`config.mk`:
```
export PLATFORM = sky130hd
export DESIGN_NAME = synth_voice_allocator
export DESIGN_NICKNAME = d
export VERILOG_FILES = /design/src/hw/rtl/svalloc_pkg.sv /design/src/hw/rtl/synth_voice_allocator.sv /design/src/hw/rtl/svalloc_ram.sv
export SDC_FILE = /design/constraint.sdc
export NUM_CORES = 1
export LEC_CHECK = 0
export BUFFER_PORTS_ARGS = -buffer_cell sky130_fd_sc_hd__buf_2
export CAP_MARGIN = 20
export CORE_ASPECT_RATIO = 0.7
export CORE_MARGIN = 5
export CORE_UTILIZATION = 45
export CTS_BUF_LIST = sky130_fd_sc_hd__clkbuf_8
export CTS_CLUSTER_SIZE = 16
export DETAILED_ROUTE_END_ITERATION = 8
export PLACE_DENSITY = 0.7
export SLEW_MARGIN = 15
export SYNTH_ARGS = -nofsm -noshare
export SYNTH_HDL_FRONTEND = slang
export SYNTH_HIERARCHICAL = 1
export SYNTH_SLANG_ARGS = --single-unit
```
`constraint.sdc`:
```
create_clock -name clk_i -period 12.7 [get_ports clk_i]
set_input_delay 1.905 -clock clk_i [delete_from_list [all_inputs] [get_ports clk_i]]
set_output_delay 1.905 -clock clk_i [all_outputs]
set_load 0.1 [all_outputs]
```
`src/hw/rtl/svalloc_pkg.sv`:
```
// Shared types and constants of the synthesizer voice allocator.
package svalloc_pkg;

  // Default sizes.
  localparam int unsigned VOICES_DEF       = 9;
  localparam int unsigned CHANNELS_DEF     = 16;
  localparam int unsigned DRUM_CHANNEL_DEF = 9;

  // Fixed field widths.
  localparam int unsigned KIND_W = 3;
  localparam int unsigned CHAN_W = 4;
  localparam int unsigned KEY_W  = 7;
  localparam int unsigned VEL_W  = 7;
  localparam int unsigned VNUM_W = 4;
  localparam int unsigned ACT_W  = 3;

  // Request kinds; codes five to seven are rejected with an error.
  typedef enum logic [KIND_W-1:0] {
    KIND_NOTE_ON  = 3'd0,
    KIND_NOTE_OFF = 3'd1,
    KIND_RESERVE  = 3'd2,
    KIND_RELEASE  = 3'd3,
    KIND_ALL_OFF  = 3'd4
  } kind_e;

  // Result actions.
  typedef enum logic [ACT_W-1:0] {
    ACT_VOICE_ON   = 3'd0,
    ACT_VOICE_OFF  = 3'd1,
    ACT_NOT_FOUND  = 3'd2,
    ACT_DROPPED    = 3'd3,
    ACT_OK         = 3'd4,
    ACT_WARNING    = 3'd5,
    ACT_ERROR      = 3'd6,
    ACT_POOL_RESET = 3'd7
  } action_e;

endpackage

```
`src/hw/rtl/synth_voice_allocator.sv`:
```
// Voice allocator: assigns synthesizer voices to MIDI notes from an ordered
// free pool, with per-channel lists of sounding voices and stealing of the
// oldest drum-channel voice when the pool is empty. One request is handled at
// a time. The per-voice links and key data live in three small RAMs with a
// registered read, so every list step is a read followed by a write. A
// note-off walks the channel list one voice at a time; an all-notes-off stops
// each voice on the channel and then rebuilds the pool. A stalled full output
// register holds the sequencer in its emit state. After reset the block
// rebuilds the pool with in_stall_o held high. Results leave through an output
// register, so a finished result may wait there while the next one is built.
module synth_voice_allocator #(
  parameter int unsigned VOICES       = svalloc_pkg::VOICES_DEF,
  parameter int unsigned CHANNELS     = svalloc_pkg::CHANNELS_DEF,
  parameter int unsigned DRUM_CHANNEL = svalloc_pkg::DRUM_CHANNEL_DEF
) (
  input  logic                            clk_i,
  input  logic                            rst_ni,
  input  logic                            in_valid_i,
  output logic                            in_stall_o,
  input  logic [svalloc_pkg::KIND_W-1:0]  kind_i,
  input  logic [svalloc_pkg::CHAN_W-1:0]  midi_channel_i,
  input  logic [svalloc_pkg::KEY_W-1:0]   note_key_i,
  input  logic [svalloc_pkg::VEL_W-1:0]   note_velocity_i,
  input  logic [svalloc_pkg::VNUM_W-1:0]  voice_number_i,
  output logic                            out_valid_o,
  input  logic                            out_stall_i,
  output logic [svalloc_pkg::ACT_W-1:0]   action_o,
  output logic [svalloc_pkg::VNUM_W-1:0]  voice_id_o,
  output logic [svalloc_pkg::CHAN_W-1:0]  out_channel_o,
  output logic [svalloc_pkg::KEY_W-1:0]   out_key_o,
  output logic [svalloc_pkg::VEL_W-1:0]   out_velocity_o,
  output logic                            last_o
);

  localparam int unsigned VW    = $clog2(VOICES + 1);
  localparam int unsigned VIW   = $clog2(VOICES);
  localparam int unsigned LISTS = CHANNELS + 1;
  localparam int unsigned LW    = $clog2(LISTS);
  localparam int unsigned CW    = svalloc_pkg::CHAN_W;
  localparam int unsigned KW    = svalloc_pkg::KEY_W;
  localparam int unsigned EW    = svalloc_pkg::VEL_W;
  localparam int unsigned DW    = CW + KW;
  localparam logic [VW-1:0] NONE = '1;
  localparam logic [VW-1:0] NV   = VW'(VOICES);
  localparam bit DRUM_OK = (DRUM_CHANNEL < CHANNELS);
  localparam logic [LW-1:0] DRUM_LIST = DRUM_OK ? LW'(DRUM_CHANNEL + 1) : '0;
  localparam logic [LW-1:0] POOL = '0;

  typedef enum logic [10:0] {
    ST_IDLE    = 11'b000_0000_0001,
    ST_DECIDE  = 11'b000_0000_0010,
    ST_WALK_RD = 11'b000_0000_0100,
    ST_WALK_CK = 11'b000_0000_1000,
    ST_RD      = 11'b000_0001_0000,
    ST_RM      = 11'b000_0010_0000,
    ST_ADD1    = 11'b000_0100_0000,
    ST_ADD2    = 11'b000_1000_0000,
    ST_EMIT    = 11'b001_0000_0000,
    ST_RB_CLR  = 11'b010_0000_0000,
    ST_RB_STEP = 11'b100_0000_0000
  } state_e;

  // Micro-operation carried through the read, unlink and append steps.
  typedef enum logic [2:0] {
    MOP_STOP,
    MOP_TAKE,
    MOP_RSV,
    MOP_REL,
    MOP_RB
  } mop_e;

  typedef struct packed {
    logic [CW-1:0] chan;
    logic [KW-1:0] note;
  } voice_rec_t;

  // Control state.
  state_e              state_q, state_d;
  logic                boot_q, boot_d;
  mop_e                mop_q, mop_d;
  logic                fin_q, fin_d;
  logic [VW-1:0]       cur_v_q, cur_v_d;
  logic [VW-1:0]       steps_q, steps_d;
  logic [VW-1:0]       rb_i_q, rb_i_d;
  logic [LW-1:0]       add_list_q, add_list_d;
  logic [VOICES-1:0]   active_q, active_d;
  logic [VOICES-1:0]   reserved_q, reserved_d;
  logic [VW-1:0]       head_q [LISTS];
  logic [VW-1:0]       head_d [LISTS];
  logic [VW-1:0]       tail_q [LISTS];
  logic [VW-1:0]       tail_d [LISTS];

  // Latched request.
  logic [svalloc_pkg::KIND_W-1:0] kind_q;
  logic [CW-1:0]                  ch_q;
  logic [KW-1:0]                  key_q;
  logic [EW-1:0]                  vel_q;
  logic [svalloc_pkg::VNUM_W-1:0] vn_q;

  // Pending result.
  svalloc_pkg::action_e e_act_q, e_act_d;
  logic [VW-1:0]        e_v_q, e_v_d;
  logic [CW-1:0]        e_ch_q, e_ch_d;
  logic [KW-1:0]        e_key_q, e_key_d;
  logic [EW-1:0]        e_vel_q, e_vel_d;
  logic                 e_last_q, e_last_d;

  // Output register.
  logic                 out_valid_q, out_valid_d;
  svalloc_pkg::action_e out_act_q;
  logic [VW-1:0]        out_v_q;
  logic [CW-1:0]        out_ch_q;
  logic [KW-1:0]        out_key_q;
  logic [EW-1:0]        out_vel_q;
  logic                 out_last_q;

  // RAM ports.
  logic            dat_we, nxt_we, prv_we;
  logic [VIW-1:0]  dat_wa, nxt_wa, prv_wa;
  voice_rec_t      dat_wd, dat_rd;
  logic [VW-1:0]   nxt_wd, prv_wd, nxt_rd, prv_rd;

  logic            in_acc, can_emit, is_on, ch_ok, vn_ok;
  logic [LW-1:0]   ch_list, rm_list;
  logic [VIW-1:0]  vn_idx, cur_idx;

  assign in_acc   = in_valid_i && (state_q == ST_IDLE);
  assign can_emit = !out_valid_q || !out_stall_i;
  assign is_on    = (kind_q == svalloc_pkg::KIND_NOTE_ON) && (vel_q != '0);
  assign ch_ok    = ({1'b0, ch_q} < 5'(CHANNELS));
  assign vn_ok    = ({1'b0, vn_q} < 5'(VOICES));
  assign ch_list  = LW'(ch_q) + LW'(1);
  assign vn_idx   = vn_q[VIW-1:0];
  assign cur_idx  = cur_v_q[VIW-1:0];
  assign rm_list  = (mop_q == MOP_STOP) ? (LW'(dat_rd.chan) + LW'(1)) : POOL;

  function automatic logic vld(input logic [VW-1:0] x);
    return x < NV;
  endfunction

  // Per-voice key data, next links and previous links.
  svalloc_ram #(.WIDTH(DW), .DEPTH(VOICES)) u_dat_ram (
    .clk_i  (clk_i),
    .we_i   (dat_we),
    .waddr_i(dat_wa),
    .wdata_i(dat_wd),
    .raddr_i(cur_idx),
    .rdata_o(dat_rd)
  );

  svalloc_ram #(.WIDTH(VW), .DEPTH(VOICES)) u_nxt_ram (
    .clk_i  (clk_i),
    .we_i   (nxt_we),
    .waddr_i(nxt_wa),
    .wdata_i(nxt_wd),
    .raddr_i(cur_idx),
    .rdata_o(nxt_rd)
  );

  svalloc_ram #(.WIDTH(VW), .DEPTH(VOICES)) u_prv_ram (
    .clk_i  (clk_i),
    .we_i   (prv_we),
    .waddr_i(prv_wa),
    .wdata_i(prv_wd),
    .raddr_i(cur_idx),
    .rdata_o(prv_rd)
  );

  // Sequencer: decides each step of a request and updates lists and flags.
  always_comb begin
    state_d    = state_q;
    boot_d     = boot_q;
    mop_d      = mop_q;
    fin_d      = fin_q;
    cur_v_d    = cur_v_q;
    steps_d    = steps_q;
    rb_i_d     = rb_i_q;
    add_list_d = add_list_q;
    active_d   = active_q;
    reserved_d = reserved_q;
    head_d     = head_q;
    tail_d     = tail_q;
    e_act_d    = e_act_q;
    e_v_d      = e_v_q;
    e_ch_d     = e_ch_q;
    e_key_d    = e_key_q;
    e_vel_d    = e_vel_q;
    e_last_d   = e_last_q;
    dat_we     = 1'b0;
    dat_wa     = cur_idx;
    dat_wd     = '0;
    nxt_we     = 1'b0;
    nxt_wa     = cur_idx;
    nxt_wd     = NONE;
    prv_we     = 1'b0;
    prv_wa     = cur_idx;
    prv_wd     = NONE;

    unique case (state_q)
      ST_IDLE: begin
        if (in_acc) begin
          steps_d = '0;
          state_d = ST_DECIDE;
        end
      end

      ST_DECIDE: begin
        e_v_d    = '0;
        e_ch_d   = '0;
        e_key_d  = '0;
        e_vel_d  = '0;
        e_last_d = 1'b1;
        state_d  = ST_EMIT;
        if (is_on) begin
          if (!ch_ok) begin
            e_act_d = svalloc_pkg::ACT_DROPPED;
          end else if (vld(head_q[POOL])) begin
            cur_v_d = head_q[POOL];
            mop_d   = MOP_TAKE;
            fin_d   = 1'b1;
            state_d = ST_RD;
          end else if (DRUM_OK && vld(head_q[DRUM_LIST])) begin
            cur_v_d = head_q[DRUM_LIST];
            mop_d   = MOP_STOP;
            fin_d   = 1'b0;
            state_d = ST_RD;
          end else begin
            e_act_d = svalloc_pkg::ACT_DROPPED;
          end
        end else begin
          unique case (kind_q)
            svalloc_pkg::KIND_NOTE_ON, svalloc_pkg::KIND_NOTE_OFF: begin
              if (ch_ok) begin
                cur_v_d = head_q[ch_list];
                steps_d = '0;
                state_d = ST_WALK_RD;
              end else begin
                e_act_d = svalloc_pkg::ACT_NOT_FOUND;
              end
            end
            svalloc_pkg::KIND_RESERVE: begin
              if (!vn_ok) begin
                e_act_d = svalloc_pkg::ACT_ERROR;
              end else if (reserved_q[vn_idx]) begin
                e_act_d = svalloc_pkg::ACT_WARNING;
              end else begin
                cur_v_d = VW'(vn_q);
                mop_d   = active_q[vn_idx] ? MOP_STOP : MOP_RSV;
                fin_d   = !active_q[vn_idx];
                state_d = ST_RD;
              end
            end
            svalloc_pkg::KIND_RELEASE: begin
              if (!vn_ok) begin
                e_act_d = svalloc_pkg::ACT_ERROR;
              end else if (!reserved_q[vn_idx]) begin
                e_act_d = svalloc_pkg::ACT_WARNING;
              end else begin
                reserved_d[vn_idx] = 1'b0;
                cur_v_d    = VW'(vn_q);
                mop_d      = MOP_REL;
                add_list_d = POOL;
                e_act_d    = svalloc_pkg::ACT_OK;
                state_d    = ST_ADD1;
              end
            end
            svalloc_pkg::KIND_ALL_OFF: begin
              if (ch_ok && vld(head_q[ch_list]) && (steps_q < NV)) begin
                cur_v_d = head_q[ch_list];
                mop_d   = MOP_STOP;
                fin_d   = 1'b0;
                steps_d = steps_q + VW'(1);
                state_d = ST_RD;
              end else begin
                state_d = ST_RB_CLR;
              end
            end
            default: begin
              e_act_d = svalloc_pkg::ACT_ERROR;
            end
          endcase
        end
      end

      // Key search along the channel list: each voice is read, then its key is checked.
      ST_WALK_RD: begin
        if (vld(cur_v_q) && (steps_q < NV)) begin
          state_d = ST_WALK_CK;
        end else begin
          e_act_d  = svalloc_pkg::ACT_NOT_FOUND;
          e_last_d = 1'b1;
          state_d  = ST_EMIT;
        end
      end

      ST_WALK_CK: begin
        if (dat_rd.note == key_q) begin
          mop_d   = MOP_STOP;
          fin_d   = 1'b1;
          state_d = ST_RD;
        end else begin
          cur_v_d = nxt_rd;
          steps_d = steps_q + VW'(1);
          state_d = ST_WALK_RD;
        end
      end

      ST_RD: begin
        state_d = ST_RM;
      end

      // Unlink the voice from its list using the links just read.
      ST_RM: begin
        if (vld(prv_rd)) begin
          nxt_we = 1'b1;
          nxt_wa = prv_rd[VIW-1:0];
          nxt_wd = nxt_rd;
        end else begin
          head_d[rm_list] = nxt_rd;
        end
        if (vld(nxt_rd)) begin
          prv_we = 1'b1;
          prv_wa = nxt_rd[VIW-1:0];
          prv_wd = prv_rd;
        end else begin
          tail_d[rm_list] = prv_rd;
        end
        e_last_d = fin_q;
        unique case (mop_q)
          MOP_STOP: begin
            active_d[cur_idx] = 1'b0;
            add_list_d = POOL;
            e_act_d    = svalloc_pkg::ACT_VOICE_OFF;
            e_v_d      = cur_v_q;
            e_ch_d     = dat_rd.chan;
            e_key_d    = dat_rd.note;
            e_vel_d    = '0;
            state_d    = ST_ADD1;
          end
          MOP_TAKE: begin
            dat_we = 1'b1;
            dat_wd = '{chan: ch_q, note: key_q};
            active_d[cur_idx] = 1'b1;
            add_list_d = ch_list;
            e_act_d    = svalloc_pkg::ACT_VOICE_ON;
            e_v_d      = cur_v_q;
            e_ch_d     = ch_q;
            e_key_d    = key_q;
            e_vel_d    = vel_q;
            state_d    = ST_ADD1;
          end
          default: begin
            reserved_d[cur_idx] = 1'b1;
            e_act_d = svalloc_pkg::ACT_OK;
            state_d = ST_EMIT;
          end
        endcase
      end

      // Append the voice at the tail of the target list.
      ST_ADD1: begin
        prv_we = 1'b1;
        prv_wd = tail_q[add_list_q];
        if (vld(tail_q[add_list_q])) begin
          nxt_we = 1'b1;
          nxt_wa = tail_q[add_list_q][VIW-1:0];
          nxt_wd = cur_v_q;
        end else begin
          head_d[add_list_q] = cur_v_q;
        end
        tail_d[add_list_q] = cur_v_q;
        state_d = ST_ADD2;
      end

      ST_ADD2: begin
        nxt_we = 1'b1;
        nxt_wd = NONE;
        if (mop_q == MOP_RB) begin
          rb_i_d  = rb_i_q + VW'(1);
          state_d = ST_RB_STEP;
        end else begin
          state_d = ST_EMIT;
        end
      end

      ST_EMIT: begin
        if (can_emit) begin
          state_d = e_last_q ? ST_IDLE : ST_DECIDE;
        end
      end

      // Pool rebuild: empty every list, then append unreserved voices in order.
      ST_RB_CLR: begin
        for (int unsigned l = 0; l < LISTS; l++) begin
          head_d[l] = NONE;
          tail_d[l] = NONE;
        end
        rb_i_d  = '0;
        state_d = ST_RB_STEP;
      end

      ST_RB_STEP: begin
        if (rb_i_q == NV) begin
          if (boot_q) begin
            boot_d  = 1'b0;
            state_d = ST_IDLE;
          end else begin
            e_act_d  = svalloc_pkg::ACT_POOL_RESET;
            e_v_d    = '0;
            e_ch_d   = '0;
            e_key_d  = '0;
            e_vel_d  = '0;
            e_last_d = 1'b1;
            state_d  = ST_EMIT;
          end
        end else if (reserved_q[rb_i_q[VIW-1:0]]) begin
          rb_i_d = rb_i_q + VW'(1);
        end else begin
          dat_we     = 1'b1;
          dat_wa     = rb_i_q[VIW-1:0];
          dat_wd     = '0;
          active_d[rb_i_q[VIW-1:0]] = 1'b0;
          cur_v_d    = rb_i_q;
          mop_d      = MOP_RB;
          add_list_d = POOL;
          state_d    = ST_ADD1;
        end
      end

      default: begin
        state_d = ST_IDLE;
      end
    endcase
  end

  // Output register handshake.
  always_comb begin
    out_valid_d = out_valid_q && out_stall_i;
    if ((state_q == ST_EMIT) && can_emit) begin
      out_valid_d = 1'b1;
    end
  end

  // Control registers.
  always_ff @(posedge clk_i or negedge rst_ni) begin
    if (!rst_ni) begin
      state_q     <= ST_RB_CLR;
      boot_q      <= 1'b1;
      mop_q       <= MOP_STOP;
      fin_q       <= 1'b0;
      cur_v_q     <= '0;
      steps_q     <= '0;
      rb_i_q      <= '0;
      add_list_q  <= '0;
      active_q    <= '0;
      reserved_q  <= '0;
      e_last_q    <= 1'b0;
      out_valid_q <= 1'b0;
      for (int unsigned l = 0; l < LISTS; l++) begin
        head_q[l] <= NONE;
        tail_q[l] <= NONE;
      end
    end else begin
      state_q     <= state_d;
      boot_q      <= boot_d;
      mop_q       <= mop_d;
      fin_q       <= fin_d;
      cur_v_q     <= cur_v_d;
      steps_q     <= steps_d;
      rb_i_q      <= rb_i_d;
      add_list_q  <= add_list_d;
      active_q    <= active_d;
      reserved_q  <= reserved_d;
      e_last_q    <= e_last_d;
      out_valid_q <= out_valid_d;
      head_q      <= head_d;
      tail_q      <= tail_d;
    end
  end

  // Payload registers.
  always_ff @(posedge clk_i) begin
    if (in_acc) begin
      kind_q <= kind_i;
      ch_q   <= midi_channel_i;
      key_q  <= note_key_i;
      vel_q  <= note_velocity_i;
      vn_q   <= voice_number_i;
    end
    e_act_q <= e_act_d;
    e_v_q   <= e_v_d;
    e_ch_q  <= e_ch_d;
    e_key_q <= e_key_d;
    e_vel_q <= e_vel_d;
    if ((state_q == ST_EMIT) && can_emit) begin
      out_act_q  <= e_act_q;
      out_v_q    <= e_v_q;
      out_ch_q   <= e_ch_q;
      out_key_q  <= e_key_q;
      out_vel_q  <= e_vel_q;
      out_last_q <= e_last_q;
    end
  end

  assign in_stall_o     = (state_q != ST_IDLE);
  assign out_valid_o    = out_valid_q;
  assign action_o       = out_act_q;
  assign voice_id_o     = svalloc_pkg::VNUM_W'(out_v_q);
  assign out_channel_o  = out_ch_q;
  assign out_key_o      = out_key_q;
  assign out_velocity_o = out_vel_q;
  assign last_o         = out_last_q;

endmodule

```
`src/hw/rtl/svalloc_ram.sv`:
```
// Generic single-write, single-read RAM with a registered read port.
module svalloc_ram #(
  parameter int unsigned WIDTH = 8,
  parameter int unsigned DEPTH = 16
) (
  input  logic                     clk_i,
  input  logic                     we_i,
  input  logic [$clog2(DEPTH)-1:0] waddr_i,
  input  logic [WIDTH-1:0]         wdata_i,
  input  logic [$clog2(DEPTH)-1:0] raddr_i,
  output logic [WIDTH-1:0]         rdata_o
);

  logic [WIDTH-1:0] mem [DEPTH];
  logic [WIDTH-1:0] rdata_q;

  // Write port and registered read port.
  always_ff @(posedge clk_i) begin
    if (we_i) begin
      mem[waddr_i] <= wdata_i;
    end
    rdata_q <= mem[raddr_i];
  end

  assign rdata_o = rdata_q;

endmodule

```
== Word level (Yosys, flattened, before mapping) ==
Memory sizes are Yosys's and may differ from the RTL's. A register that Yosys moved wholly into a read port is not among the register bits.
Index checks and enable logic that the tools add are counted.
Widths: inputs -> output; s select.
Storage, ports and cells
  register bits: 265
  RAM bits: 171
  output and inout port bits: 28
  logic and storage cells: 377
  memories: 3
Memories
  u_dat_ram.mem: words 9, width 11, rd ports 1, clocked after memory_dff 1, wr ports 1, RTL line svalloc_ram.sv:14  | logic [WIDTH-1:0] mem [DEPTH];
  u_nxt_ram.mem: words 9, width 4, rd ports 1, clocked after memory_dff 1, wr ports 1, RTL line svalloc_ram.sv:14
  u_prv_ram.mem: words 9, width 4, rd ports 1, clocked after memory_dff 1, wr ports 1, RTL line svalloc_ram.sv:14
Operators by class
  add/sub/neg operators: 4
  $lt $le $gt $ge: 20
  equal/unequal tests: 57
  multiplexer cells: 174
  bitwise operators: 11
  reduce and logical (&&, ||, !) cells: 46
Operators with widths (count)
  $pmux 68 s3: 2
  $bwmux 68: 4
  $mux 68: 3
  $mux 9: 16
  $mux 4: 35
  $pmux 11 s11: 1
  $mux 11: 8
  $pmux 4 s3: 5
  $mux 3: 19
  $pmux 9 s2: 3
  $pmux 7 s3: 2
  $bmux 4 s5: 2
  $demux 4 s5: 2
  $mux 5: 8
  $pmux 10 s4: 1
  $pmux 4 s2: 5
  $ne 2x2->1 const B: 19
  $lt 4x4->1 const B: 9
  $mux 1: 30
  $pmux 7 s2: 2
  $and 9x9->9: 3
  $not 9->9: 3
  $pmux 3 s3: 3
  $ne 4x4->1 const B: 6
  63 further kinds: 121

== Longest topological paths before layout ==
  depth in word-level cells: 11
  gate-level depth with buffers: 13

== Hierarchy ==
The synthesis kept the hierarchy.
Modules (own cells, without submodules)
  synth_voice_allocator: instances 1, cells an instance 1749, area an instance 16311.9 um^2, seq. area each 7184.4 um^2
  svalloc_ram (u_dat_ram): instances 1, cells an instance 228, area an instance 4191.5 um^2, seq. area each 3193.1 um^2
  svalloc_ram (u_nxt_ram ...): instances 2, cells an instance 85, area an instance 1552.7 um^2, seq. area each 1161.1 um^2

== Worst setup path before layout ==
Ideal clock, no wire load.
  path kind: reg2reg
  start point: register state_q[0]
  end point: memory u_dat_ram/mem[8][0] (netlist name) (enable)
  library setup time: 0.408 ns
  arrival time: 3.648 ns
  data required time: 12.292 ns
  slack: 8.644 ns
  cell stages (with the launch flop): 7
  period minus slack after synthesis: 4.056 ns
  path through: dfrtp_1 > or4_4 > nor4_1 > nand2_1 > a21oi_1 > o21ai_0 > nor4_1
On the way
  elaborated cells on any way between the ends: 6
  classes of those cells: eq/ne: 2; mux: 4
RTL lines
  start: declaration: RTL line synth_voice_allocator.sv:78  | state_e state_q, state_d;
  start signal: assignment: RTL line synth_voice_allocator.sv:464  | state_q <= state_d;
  $eq 11x11->1: RTL line synth_voice_allocator.sv:199  | unique case (state_q)
  $mux 4: RTL line synth_voice_allocator.sv:199
  net dat_wa[0]: RTL line synth_voice_allocator.sv:119  | logic [VIW-1:0] dat_wa, nxt_wa, prv_wa;
  end: declaration: RTL line svalloc_ram.sv:14
The timed path passes the listed nets, and every way through them passes these cells.

== Final worst setup path ==
  start point: register add_list_q[3]
  end point: memory u_nxt_ram/mem[8][1] (netlist name) (enable)
On the way
  elaborated cells on any way between the ends: 11
  classes of those cells: order compare: 1; mux: 9; bitwise: 1
RTL lines
  start: declaration: RTL line synth_voice_allocator.sv:85  | logic [LW-1:0] add_list_q, add_list_d;
  start signal: assignment: RTL line synth_voice_allocator.sv:471  | add_list_q <= add_list_d;
  $not 5->6 (not written as such) *: RTL line synth_voice_allocator.sv:364, synth_voice_allocator.sv:366
  $bmux 4 s5 *: RTL line synth_voice_allocator.sv:364, synth_voice_allocator.sv:366
  $mux 4 (not written as such) * (2 in series): RTL line synth_voice_allocator.sv:364, synth_voice_allocator.sv:366
  $lt 4x4->1: RTL line synth_voice_allocator.sv:138  | return x < NV;
  $mux 4 *: RTL line synth_voice_allocator.sv:364  | if (vld(tail_q[add_list_q])) begin
  $pmux 4 s2 *: RTL line synth_voice_allocator.sv:199
  net nxt_wa[1]: RTL line synth_voice_allocator.sv:119
  end: declaration: RTL line svalloc_ram.sv:14
The timed path passes the listed nets; every way through them passes the cells marked *. The select of a mux whose other input is x is not followed.

==> results.md <==
* Crit path DAT at 4.96 ns
* Rows at 70
* Layout cells sized above 1 at 0.209
* Synthesized net count at roughly 2200
* Top post-synthesis cells by count: 247 x edfxtp_1, 244 x a21oi_1, 235 x nor2_1
* Skew final at 0.0329 ns
* Filler cells at ~4600
* Vias at 19000
* DRT iter0 DRCs at 2704
* TritonCTS Sinks at about 460
* WL/cell at 25.4 µm
* Cell count after synthesis at 2147
* Post-CTS setup buffer count at 0
* Clock-pin slew on the worst setup and hold paths at roughly 0.07 ns
* Cts hold-fix bufs at 0
* Synth Warn # at 6
* CP startpoint: add_list_q[3]$_DFFE_PN0P_
* #FFs+latches synth at 455
* GRT overflow at 0
* Antenna violations before repair at 4
* Element type at the critical path start: register
* Crit path max fanout at 17
* Leakage power at 0.00867 µW
* DP Worst Slack at slightly above 8 ns
* R2r endpoint: u_nxt_ram/mem[8][1]$_DFFE_PP_
* Die W at 284 µm
* Slew HR at 0.204
* Die area at 0.0572 mm²
* Core region area at 0.0521 mm²
* Largest net degree at the start of global routing at 90
* TritonCTS clock tree: done
* Largest area contributor in the netlist: edfxtp_1
* Nets@finish at 2219
* First-pass GRT wire length at 112000 µm
* Distinct cell type count after synthesis at 87
* I/O pins at 57
* Max_cap viols at 0
* TritonCTS Buffers at 72
* Main synth FF type: edfxtp_1
* Drt first pass iters at 8
* Root Driver: clkbuf_8
* Crit Path Category: reg2reg
* Vias per cell at 6.51
* Area Overhead vs Synth at 9.15%
* All-layer global routing usage at 0.251
* Max Slew Vio Count at 0
* Asr flop ratio synth at 0.415
* Antenna viol nets, final at 0
* Reg2reg path depth at 9
* Total negative slack at 0 ns
* DRC viols at 0
* Post-synth top area share at 0.314
* Min cycle time layout at 4.68 ns
* Part of the Yosys area used for sequential elements at 0.538
* Internal reg-to-reg setup slack at 8.02 ns
* Largest cells by area after synthesis: edfxtp_1 31%, dfstp_2 15%, dfrtp_1 5.4%
* Worst hold path type: reg2reg
* WP data required at 12.97 ns
* Post_cts resized at 0
* Avg Inst Size Synth at 11.0 µm²
* Vias in the first global route at 18200
* Worst-case vdd ir drop at 92.4 µV
* Worst Max-Slew Pin Slew at 1.18 ns
* PnR worst setup slack at ~8.0 ns
* Chip Height at approximately 200 µm
* Tcrit/Tclk final at 0.369
* Clock latency on the worst-skew pair at 0.65 ns
* Antenna diodes at 0
* Final hold vios at 0
* CP endpoint: u_nxt_ram/mem[8][1]$_DFFE_PP_
* Routability Congestion at 0.973
* Number of synthesized flops with an enable pin at around 250
* Crit. End Element: register
* Final-report setup violation count at 0
* Clock Tree Buf Depth at 3
* Worst r2r src: add_list_q[3]$_DFFE_PN0P_
* Count leader, synth: edfxtp_1
* Htree depth at 3
* Cell area after synthesis at 0.0236 mm²
* Run status: finished, final reports clean
* Total wire length at 74100 µm
* RSZ-0062 raised after global routing: false
* Initial Util at 0.453
* Pwr per Cell Area at 167 mW/mm²
* Detail Placement HPWL at between 50000 and 60000 µm
* # port buffers at 56
* Fmax at between 200 and 250 MHz
[layout by cell type (no fill, tap or decap), types with 13 or more instances in the layout]
cell and count:
nor2_1 233, mux4_2 41, dfrtp_1 49, a21o_1 17, mux2_2 33, and2_1 25, o22ai_1 16, mux2i_1 89
nand2b_1 23, nand3_1 40, inv_1 40, o22a_1 35, nor2b_1 13, buf_2 56, a22o_1 19, o32a_1 101
dfxtp_1 19, o211ai_1 18, a31oi_1 15, nand2_1 227, nor3_1 33, dfstp_2 138, clkbuf_8 76, a21oi_1 243
o21ai_0 113, buf_4 43, edfxtp_1 247
[final cells by class]
| cell class | count | area [µm²] | share of cell area |
|---|---|---|---|
| flip-flops and latches | 455 | 12700 | 0.493 |
| clock buffers | 76 | 1050 | 0.0406 |
| well taps | 684 | 856 | 0.0332 |
| multi-input cells | 1532 | 10200 | 0.396 |
| repair buffers | 101 | 622 | 0.0241 |
| clock inverters | 50 | 268 | 0.0104 |
| inverters | 20 | 75.1 | 0.00291 |
[cells by family (layout without fill, tap and decap cells)]
family | after synthesis | after routing | synth area share
flip-flops | 455 | 455 | 0.538
buffers and inverters | 160 | 247 | 0.0326
XOR/XNOR | 13 | 13 | 0.00514
multiplexers | 167 | 167 | 0.0966
adder cells (fa/ha/maj) | 8 | 8 | 0.00424
AO/OA/AOI/OAI | 659 | 659 | 0.187
AND/OR/NAND/NOR | 685 | 685 | 0.136
[metal layers]
metal | part of all wire | wire (µm) | global-route usage
met4 | 0.026 | 1930 | 0.0725
met2 | 0.41 | 30000 | 0.344
met1 | 0.43 | 31600 | 0.366
met5 | 0.0012 | 91 | 0.0100
met3 | 0.14 | 10400 | 0.0983
[stage by stage]
stage / total power (µW) / area, µm² / cells / util / hold slack (ns)
after floorplan: 2710 / 23600 / 2147 / - / 0.400
after global placement: 3070 / 24400 / 2787 / 0.468 / 0.402
after detailed placement: 3100 / 24400 / 2788 / 0.469 / 0.405
after CTS: 4280 / 25700 / 2914 / 0.494 / 0.403
after global routing: 4470 / 25800 / 2918 / 0.494 / 0.425
final: 4310 / 25800 / 2918 / 0.494 / 0.416
[worst min-delay path by stage]
| stage | startpoint | endpoint | slack (ns) | depth (start not counted) |
|---|---|---|---|---|
| 2_1_floorplan | e_act_q[0]$_DFFE_PP_ | action_o[0]$_DFFE_PP_ | 0.40 | 0 |
| 3_3_place_gp | e_vel_q[4]$_SDFFCE_PN0P_ | out_velocity_o[4]$_DFFE_PP_ | 0.40 | 0 |
| 3_5_place_dp | e_vel_q[5]$_SDFFCE_PN0P_ | out_velocity_o[5]$_DFFE_PP_ | 0.40 | 0 |
| 4_1_cts | e_vel_q[1]$_SDFFCE_PN0P_ | out_velocity_o[1]$_DFFE_PP_ | 0.40 | 0 |
| 5_1_grt | e_v_q[3]$_SDFFCE_PN0P_ | voice_id_o[3]$_DFFE_PP_ | 0.42 | 0 |
| 6_report | e_vel_q[5]$_SDFFCE_PN0P_ | out_velocity_o[5]$_DFFE_PP_ | 0.42 | 0 |
[power by group]
part | total, µW | internal [µW] | leakage, µW | switching [µW]
clock | 1180 | 566 | 0.000763 | 619
sequential | 2020 | 1790 | 0.00446 | 229
combinational | 1110 | 387 | 0.00344 | 726
total | 4310 | 2740 | 0.00867 | 1570
[critical path: stages (launching register included)]
cell	delay, ns
dfrtp_1	0.66
nor3b_2	0.80
a22oi_1	0.26
o211ai_1	0.41
nor3_1	0.20
o21a_1	0.41
buf_4	0.31
nand2_1	0.09
o211ai_1	0.32
nor4_1	0.82
Power figures use the tool's default switching activity.
